==> src/hw/rtl/wlce_pkg.sv <==
// Shared word types and fixed constants of the weighted logit cross-entropy core.
package wlce_pkg;

	localparam int LOGIT_W  = 16;
	localparam int TARGET_W = 13;
	localparam int WEIGHT_W = 16;
	localparam int LOSS_W   = 32;

	// Q0.12 target value for a probability of one
	localparam logic [TARGET_W-1:0] TARGET_ONE = 13'd4096;

	typedef struct packed {
		logic signed [LOGIT_W-1:0] logit;
		logic [TARGET_W-1:0]       target;
		logic [WEIGHT_W-1:0]       pos_weight;
	} item_word_t;

	typedef struct packed {
		logic [LOSS_W-1:0] loss;
		logic              saturated;
	} result_word_t;

endpackage

==> src/hw/rtl/weighted_logit_cross_entropy_core.sv <==
// Weighted sigmoid cross-entropy core: six-stage pipeline from item word to loss word.
//
// Usage
//  - Item channel (item_valid / item_stall / item): one word per element, carrying the
//    logit x (signed, LOGIT_FRACTION_BITS fraction bits), the target z (Q0.12, values
//    above 4096 count as 4096) and the positive-class weight p (Q8.8).
//  - Result channel (result_valid / result_stall / result): one word per item, in order,
//    with the loss in unsigned Q21.11 and a flag set when the loss was clipped at the top.
//  - Path: an accepted item word moves through the stages in order, and its result word is
//    on the port once it reaches the round and saturate stage; result_stall can hold it there.
//  - Throughput: one word per cycle, sustained. The six register stages (input conditioning,
//    three multipliers, the softplus table lookup, the weight product, the wide sum, round
//    and saturate) each hold one word, so a new item enters every cycle the result side
//    keeps draining.
//  - Stall: when result_stall holds the output stage, words behind it advance into empty
//    stages; item_stall rises only once all six stages are full.
//  - Reset: arst_n clears all stage valid bits at once; the softplus table is a constant
//    and needs no fill, so the core takes items in the first cycle after reset.
//  - The softplus table holds log(1 + exp(-|x|)) for SOFTPLUS_TABLE_ENTRIES buckets over the
//    full logit magnitude range; the logit -32768 falls past the table and reads zero.
module weighted_logit_cross_entropy_core #(
	parameter int SOFTPLUS_TABLE_ENTRIES = 256,
	parameter int LOGIT_FRACTION_BITS    = 11
) (
	input  logic                  clk,
	input  logic                  arst_n,
	input  logic                  item_valid,
	output logic                  item_stall,
	input  wlce_pkg::item_word_t  item,
	output logic                  result_valid,
	input  logic                  result_stall,
	output wlce_pkg::result_word_t result
);

	import wlce_pkg::*;

	// ---------------------------------------------------------------- widths
	localparam int N      = SOFTPLUS_TABLE_ENTRIES;
	localparam int F      = LOGIT_FRACTION_BITS;
	localparam int IDX_W  = $clog2(N + 1);       // holds N itself for the out-of-table case
	localparam int AW     = $clog2(N);           // table address
	localparam int IPR_W  = LOGIT_W + IDX_W;     // |x| * N
	localparam int SP_W   = F;                   // log(2) in Q.F stays below one
	localparam int SPN_W  = LOGIT_W;             // softplus + max(-x,0) < 2^16
	localparam int PZ_W   = WEIGHT_W + TARGET_W; // p * z
	localparam int T20_W  = PZ_W;                // t in Q8.20
	localparam int T1_W   = TARGET_W + 1 + LOGIT_W; // (1 - z) * x, signed
	localparam int PROD_W = T20_W + SPN_W;
	localparam int ACC_W  = 48;
	localparam int SHIFT  = F + 9;               // Q.(F+20) down to Q.11

	localparam logic [ACC_W-1:0] HALF = ACC_W'(1) << (SHIFT - 1);
	localparam logic [63:0] Q31_ONE   = 64'd1 << 31;
	localparam logic [63:0] EXP_STEP  = (64'd1 << (46 - F)) / N;

	// ---------------------------------------------------------------- table build
	// unsigned quotient by restoring long division, used only while building the table
	function automatic logic [63:0] div_u64(input logic [63:0] num, input logic [63:0] den);
		logic [63:0] q;
		logic [64:0] rem;
		q   = '0;
		rem = '0;
		for (int i = 63; i >= 0; i--) begin
			rem = {rem[63:0], num[i]};
			if (rem >= {1'b0, den}) begin
				rem  = rem - {1'b0, den};
				q[i] = 1'b1;
			end
		end
		return q;
	endfunction

	// exp(-a) in Q.31 for small a by Taylor series
	function automatic logic [63:0] exp_neg_small(input logic [63:0] a);
		longint      sum;
		logic [63:0] term;
		sum  = longint'(Q31_ONE);
		term = Q31_ONE;
		for (int n = 1; n <= 14; n++) begin
			term = div_u64((term * a) >> 31, 64'(n));
			if ((n & 1) != 0)
				sum = sum - longint'(term);
			else
				sum = sum + longint'(term);
		end
		return (sum < 0) ? 64'd0 : 64'(sum);
	endfunction

	// log(1 + y) in Q.31 through 2 * atanh(y / (2 + y))
	function automatic logic [63:0] log1p_q31(input logic [63:0] y);
		logic [63:0] w;
		logic [63:0] w2;
		logic [63:0] term;
		logic [63:0] acc;
		w    = div_u64(y << 31, (64'd1 << 32) + y);
		w2   = (w * w) >> 31;
		term = w;
		acc  = 64'd0;
		for (int n = 0; n < 24; n++) begin
			acc  = acc + div_u64(term, 64'(2 * n + 1));
			term = (term * w2) >> 31;
		end
		return acc << 1;
	endfunction

	// entry k: exp(-u) stepped k times by the bucket ratio, then log1p, rounded to Q.F
	function automatic logic [63:0] sp_entry(input int k);
		logic [63:0] a;
		logic [63:0] r;
		logic [63:0] e;
		logic [63:0] v;
		int          m;
		a = EXP_STEP;
		m = 0;
		for (int i = 0; i < 64; i++) begin
			if (a > (64'd1 << 29)) begin
				a = a >> 1;
				m = m + 1;
			end
		end
		r = exp_neg_small(a);
		for (int i = 0; i < 64; i++) begin
			if (i < m)
				r = (r * r) >> 31;
		end
		e = Q31_ONE;
		for (int i = 0; i < k; i++)
			e = (e * r) >> 31;
		v = log1p_q31(e);
		return (v + (64'd1 << (30 - F))) >> (31 - F);
	endfunction

	logic [SP_W-1:0] sp_rom [N];

	for (genvar g = 0; g < N; g++) begin : g_rom
		localparam logic [SP_W-1:0] SP_VAL = SP_W'(sp_entry(g));
		assign sp_rom[g] = SP_VAL;
	end

	// ---------------------------------------------------------------- flow control
	// Each stage loads when it is empty or the stage after it moves on.
	logic v_s1, v_s2, v_s3, v_s4, v_s5, v_s6;
	logic ok_s1, ok_s2, ok_s3, ok_s4, ok_s5, ok_s6;

	assign ok_s6 = !v_s6 || !result_stall;
	assign ok_s5 = !v_s5 || ok_s6;
	assign ok_s4 = !v_s4 || ok_s5;
	assign ok_s3 = !v_s3 || ok_s4;
	assign ok_s2 = !v_s2 || ok_s3;
	assign ok_s1 = !v_s1 || ok_s2;

	assign item_stall = !ok_s1;

	always_ff @(posedge clk or negedge arst_n) begin
		if (!arst_n) begin
			v_s1 <= 1'b0;
			v_s2 <= 1'b0;
			v_s3 <= 1'b0;
			v_s4 <= 1'b0;
			v_s5 <= 1'b0;
			v_s6 <= 1'b0;
		end else begin
			if (ok_s1) v_s1 <= item_valid;
			if (ok_s2) v_s2 <= v_s1;
			if (ok_s3) v_s3 <= v_s2;
			if (ok_s4) v_s4 <= v_s3;
			if (ok_s5) v_s5 <= v_s4;
			if (ok_s6) v_s6 <= v_s5;
		end
	end

	// ---------------------------------------------------------------- stage 1
	// Clamp the target, take |x| and the max(-x, 0) term.
	logic [TARGET_W-1:0] zc_d;
	logic [LOGIT_W-1:0]  ax_d;

	assign zc_d = (item.target > TARGET_ONE) ? TARGET_ONE : item.target;
	assign ax_d = item.logit[LOGIT_W-1] ? (~item.logit + LOGIT_W'(1)) : item.logit;

	logic signed [LOGIT_W-1:0] x_s1;
	logic [TARGET_W-1:0]       z_s1;
	logic [TARGET_W-1:0]       omz_s1;
	logic [WEIGHT_W-1:0]       p_s1;
	logic [LOGIT_W-1:0]        ax_s1;
	logic [LOGIT_W-1:0]        neg_s1;

	always_ff @(posedge clk) begin
		if (ok_s1) begin
			x_s1   <= item.logit;
			z_s1   <= zc_d;
			omz_s1 <= TARGET_ONE - zc_d;
			p_s1   <= item.pos_weight;
			ax_s1  <= ax_d;
			neg_s1 <= item.logit[LOGIT_W-1] ? ax_d : '0;
		end
	end

	// ---------------------------------------------------------------- stage 2
	// Three multipliers: table index, p * z and (1 - z) * x.
	logic [IPR_W-1:0] idx_prod;

	assign idx_prod = IPR_W'(ax_s1) * IPR_W'(N);

	logic [IDX_W-1:0]       idx_s2;
	logic [PZ_W-1:0]        pz_s2;
	logic signed [T1_W-1:0] t1p_s2;
	logic [TARGET_W-1:0]    omz_s2;
	logic [LOGIT_W-1:0]     neg_s2;

	always_ff @(posedge clk) begin
		if (ok_s2) begin
			idx_s2 <= IDX_W'(idx_prod >> 15);
			pz_s2  <= PZ_W'(p_s1) * PZ_W'(z_s1);
			t1p_s2 <= T1_W'($signed({1'b0, omz_s1})) * T1_W'(x_s1);
			omz_s2 <= omz_s1;
			neg_s2 <= neg_s1;
		end
	end

	// ---------------------------------------------------------------- stage 3
	// Table lookup (zero past the last bucket), add max(-x,0); form t in Q8.20.
	logic [SP_W-1:0] sp_rd;

	assign sp_rd = (idx_s2 < IDX_W'(N)) ? sp_rom[idx_s2[AW-1:0]] : '0;

	logic [SPN_W-1:0]       spn_s3;
	logic [T20_W-1:0]       t20_s3;
	logic signed [T1_W-1:0] t1p_s3;

	always_ff @(posedge clk) begin
		if (ok_s3) begin
			spn_s3 <= SPN_W'(sp_rd) + neg_s2;
			t20_s3 <= (T20_W'(omz_s2) << 8) + pz_s2;
			t1p_s3 <= t1p_s2;
		end
	end

	// ---------------------------------------------------------------- stage 4
	logic [PROD_W-1:0]      prod_s4;
	logic signed [T1_W-1:0] t1p_s4;

	always_ff @(posedge clk) begin
		if (ok_s4) begin
			prod_s4 <= PROD_W'(t20_s3) * PROD_W'(spn_s3);
			t1p_s4  <= t1p_s3;
		end
	end

	// ---------------------------------------------------------------- stage 5
	// Exact sum in Q.(F+20).
	logic signed [ACC_W-1:0] acc_s5;

	always_ff @(posedge clk) begin
		if (ok_s5)
			acc_s5 <= $signed({{(ACC_W - T1_W - 8){t1p_s4[T1_W-1]}}, t1p_s4, 8'b0})
				+ $signed({{(ACC_W - PROD_W){1'b0}}, prod_s4});
	end

	// ---------------------------------------------------------------- stage 6
	// Clamp at zero, round half up to Q.11, saturate at the top of the loss range.
	logic [ACC_W-1:0] rnd;
	logic [ACC_W-1:0] shifted;
	logic             ovf;

	assign rnd     = {1'b0, acc_s5[ACC_W-2:0]} + HALF;
	assign shifted = rnd >> SHIFT;
	assign ovf     = |shifted[ACC_W-1:LOSS_W];

	logic [LOSS_W-1:0] loss_s6;
	logic              sat_s6;

	always_ff @(posedge clk) begin
		if (ok_s6) begin
			if (acc_s5[ACC_W-1]) begin
				loss_s6 <= '0;
				sat_s6  <= 1'b0;
			end else begin
				loss_s6 <= ovf ? '1 : shifted[LOSS_W-1:0];
				sat_s6  <= ovf;
			end
		end
	end

	assign result_valid     = v_s6;
	assign result.loss      = loss_s6;
	assign result.saturated = sat_s6;

	// ---------------------------------------------------------------- checks
	// A clipped loss always reads as all ones.
	a_sat_max: assert property (@(posedge clk) disable iff (!arst_n)
		result_valid && result.saturated |-> result.loss == '1)
		else $error("saturated loss word is not at the top of the range");

	// Items are held off only when every stage holds a word and the output is stalled.
	a_stall_full: assert property (@(posedge clk) disable iff (!arst_n)
		item_stall |-> v_s1 && v_s2 && v_s3 && v_s4 && v_s5 && v_s6 && result_stall)
		else $error("item stalled while the pipeline has room");

	// An unstalled output stage takes whatever stage 5 held.
	a_out_advance: assert property (@(posedge clk) disable iff (!arst_n)
		!(result_valid && result_stall) |=> result_valid == $past(v_s5))
		else $error("output stage lost or repeated a word");

	// The weighted sum cannot go negative.
	a_acc_pos: assert property (@(posedge clk) disable iff (!arst_n)
		v_s5 |-> !acc_s5[ACC_W-1])
		else $error("negative loss sum");

endmodule

==> config.mk <==
export PLATFORM = sky130hd
export DESIGN_NAME = weighted_logit_cross_entropy_core
export DESIGN_NICKNAME = d
export VERILOG_FILES = /design/src/hw/rtl/wlce_pkg.sv /design/src/hw/rtl/weighted_logit_cross_entropy_core.sv
export SDC_FILE = /design/constraint.sdc
export NUM_CORES = 2
export LEC_CHECK = 0
export BUFFER_PORTS_ARGS = -buffer_cell sky130_fd_sc_hd__buf_4
export CORE_MARGIN = 2
export CORE_UTILIZATION = 45
export CTS_BUF_LIST = sky130_fd_sc_hd__clkbuf_4
export DETAILED_ROUTE_END_ITERATION = 10
export SYNTH_ARGS = -nofsm -noshare
export SYNTH_HDL_FRONTEND = slang
export SYNTH_SLANG_ARGS = --single-unit
==> constraint.sdc <==
create_clock -name clk -period 9 [get_ports clk]
set_clock_uncertainty 0.05 [all_clocks]
set_input_delay 1.35 -clock clk [delete_from_list [all_inputs] [get_ports clk]]
set_output_delay 1.35 -clock clk [all_outputs]
set_load 0.05 [all_outputs]
==> out/results.ini <==
[logic_synthesis]
yosysUniqueCellTypes = 73
synthMostInstantiatedCell = inv_1
postSynthAreaPerCell_sq_um = 10.2
ys_seq_elements = 383
synth_top_area_share_pct = 32.5
ys_seq_area_share_pct = 25.4
synth_edf_count = 377
ys.flop_type = edfxtp_1
async_flop_share_pct = 1.57
synthTopCellsByCount = inv_1, fa_1, nand2_1
synthCells = 4435
mappedNetlistArea_sq_um = 45200
yosys_warnings = 0
synthTopCellsByArea = fa_1, edfxtp_1, ha_1
yosys.area.top_type = fa_1

[grt]
grt_pass1_vias = 32800
antenna_found_initial = 5
grt_pass1_wl_mm = 177
overflow = 0
gr-usage-all-layers_pct = 22.0
grt_max_degree = 76

[floorplanning]
pin_count = 84
core-area_sq_um = 99900
dieArea_sq_um = 103000
row_count = 116
die_x_um = 321
fp.dieH_um = 321
start_util_pct = 45.2

[clock_network]
clockBufferDepth = 3
cts_resized = 0
post_cts_buffers = 0
cts_tree = done
cts_sinks = 383
clock_latency_ps = 950
clkTransAtPathRegs_ps = 70
htree_levels = 3
hold_buffers = 0
root_buffer = clkbuf_4
numCtsBuffers = 108

[hold_path]
hp-class = in2async

[timing]
setup_viol_count_final = 0
slew_viol_final = 0
fmax_mhz = 129
fin_tns_setup_ps = 0
rsz0062_at_grt = false
hold_violations = 0
slew_headroom_pct = 26.9
tightest_slew_ps = 1090
fin_crit_sh_pct = 86.2
min_period_ps = 7760

[setup_path]
critPathCaptureType = flop
worst_ep_arrival_time_ps = 8370
critPathMaxFanout = 15
worstSetupStartpointType = flop
required_ps = 9610
crit_type = reg2reg

[cells_and_area]
fill_cells = 9334
nets = 5606
seq_area_sq_um = 11500
drive_above_1_share_pct = 6.76
multi_input_area_sq_um = 30000
syn2layout_area_growth_pct = 7.46

[drt]
dr.first_iter.drc_count = 1966
wl_per_cell_um = 18.5
dr_total_vias = 30500
routed_wl_mm = 109
ant_nets = 0
first_pass_iters = 5
via_per_inst = 5.20
post-route-drc-count = 0

[place]
dp_hpwl_mm = 85.4
io_buffers = 78
gp_congestion = 0.914

[job]
maxCapViolCount = 0

[outcome]
status = finished, final reports clean

cells in the final DEF (no fill, tap or decap), types with 7 or more instances in the layout:
cell type  netlist  routed
o21a_1          21      21
nand3_1         43      42
or3_1           16      16
nor2_1         149     149
clkinv_2         0       8
buf_4            5     117
nor2b_1         30      30
nand2_1        598     596
inv_1          821     820
clkbuf_4         0     154
nand4_1         14      14
o21bai_1        17      17
fa_1           733     733
a21oi_1        133     133
ha_1           336     336
o21ai_0         96      96
and2_1         374     374
xor2_1          58      58
a211oi_1        24      24
a31oi_1         22      22
xnor2_1        117     117
clkinv_1         1      18
nor3_1          31      31
bufinv_16        0       7
nand2b_1        30      30
edfxtp_1       377     377
a21o_1          60      60
o211ai_1        14      14
a21boi_0        10      10
and3_1          26      26
metal layers:
layer	wire length, um	vias up	global-route usage [%]
li1	-	14100	-
met1	48500	15400	30.4
met2	51000	841	36.0
met3	6320	186	3.59
met4	2710	2	6.52
met5	13	-	0
registers in the layout (all words and copies together) (netlist names):
signal        count
z_s1             13
result_valid      1
t1p_s4           30
pz_s2            29
omz_s2           13
t1p_s3           30
prod_s4          37
x_s1             16
spn_s3           16
loss_s6          28
t1p_s2           30
neg_s2           16
v_s1              1
acc_s5           28
idx_s2            9
v_s3              1
p_s1             16
v_s2              1
ax_s1             9
v_s4              1
v_s5              1
omz_s1           12
neg_s1           16
t20_s3           29
critical path, cell delays in order, from the launching register on:
cell and delay, ps:
edfxtp_1 780, buf_4 330, nand2_1 100, fa_1 490, fa_1 520, fa_1 510, inv_1 50, fa_1 500
fa_1 500, inv_1 50, fa_1 470, inv_1 40, ha_1 360, a21oi_1 100, o21ai_0 230, nor3b_1 100
a31oi_1 560, a221oi_1 360, nor4_1 400, nor2_1 180, o311ai_1 450, a31oi_1 170, xnor2_1 140
metrics by stage:
stage	hold slack [ps]	std cells	util, %	area [sq um]	worst slack (ps)
floorplan	350	4440	-	45200	2260
global placement	350	5676	47.1	47000	1440
detailed placement	355	5676	47.1	47000	1290
CTS	103	5868	48.6	48500	1260
global route	105	5869	48.6	48500	858
finish	216	5869	48.6	48500	1240
layout make-up:
class                           count  area share [%]
Antenna cell                        1         0.00516
Clock buffer                      154            2.38
Clock inverter                     38           0.732
Inverter                          822            6.36
Multi-Input combinational cell   3056            61.7
Sequential cell                   383            23.6
Tap cell                         1298            3.35
Timing Repair Buffer              117            1.81
final timing paths:
| kind | cells after the start | startpoint | slack, ps | end |
|---|---|---|---|---|
| max | 22 | spn_s3[3] | 1240 | prod_s4[44] |
| min | 1 | arst_n | 220 | v_s5 |
| max reg2reg | 22 | spn_s3[3] | 1240 | prod_s4[44] |
| min reg2reg | 0 | t1p_s3[14] | 290 | t1p_s4[14] |
| max in group asynchronous | 1 | arst_n | 8570 | v_s1 |
| min in group clk | 0 | t1p_s3[14] | 290 | t1p_s4[14] |
cell families (layout without fill, tap and decap cells):
group / after synthesis / count (layout) / share of synthesized area, %
and+or+nand+nor: 1342 / 1342 / 14.4
AOI/OAI and AO/OA: 458 / 458 / 6.48
buffers and inverters: 1001 / 1131 / 8.37
muxes: 6 / 6 / 0.191
other: 1 / 7 / 0.00830
adders and majority gates: 1069 / 1069 / 41.8
xor gates and xnor gates: 175 / 175 / 3.39
DFF: 383 / 383 / 25.4
Power is left out: the tool's default activity adds up to more than one toggle a clock period on the data nets, which glitch-free logic cannot reach.
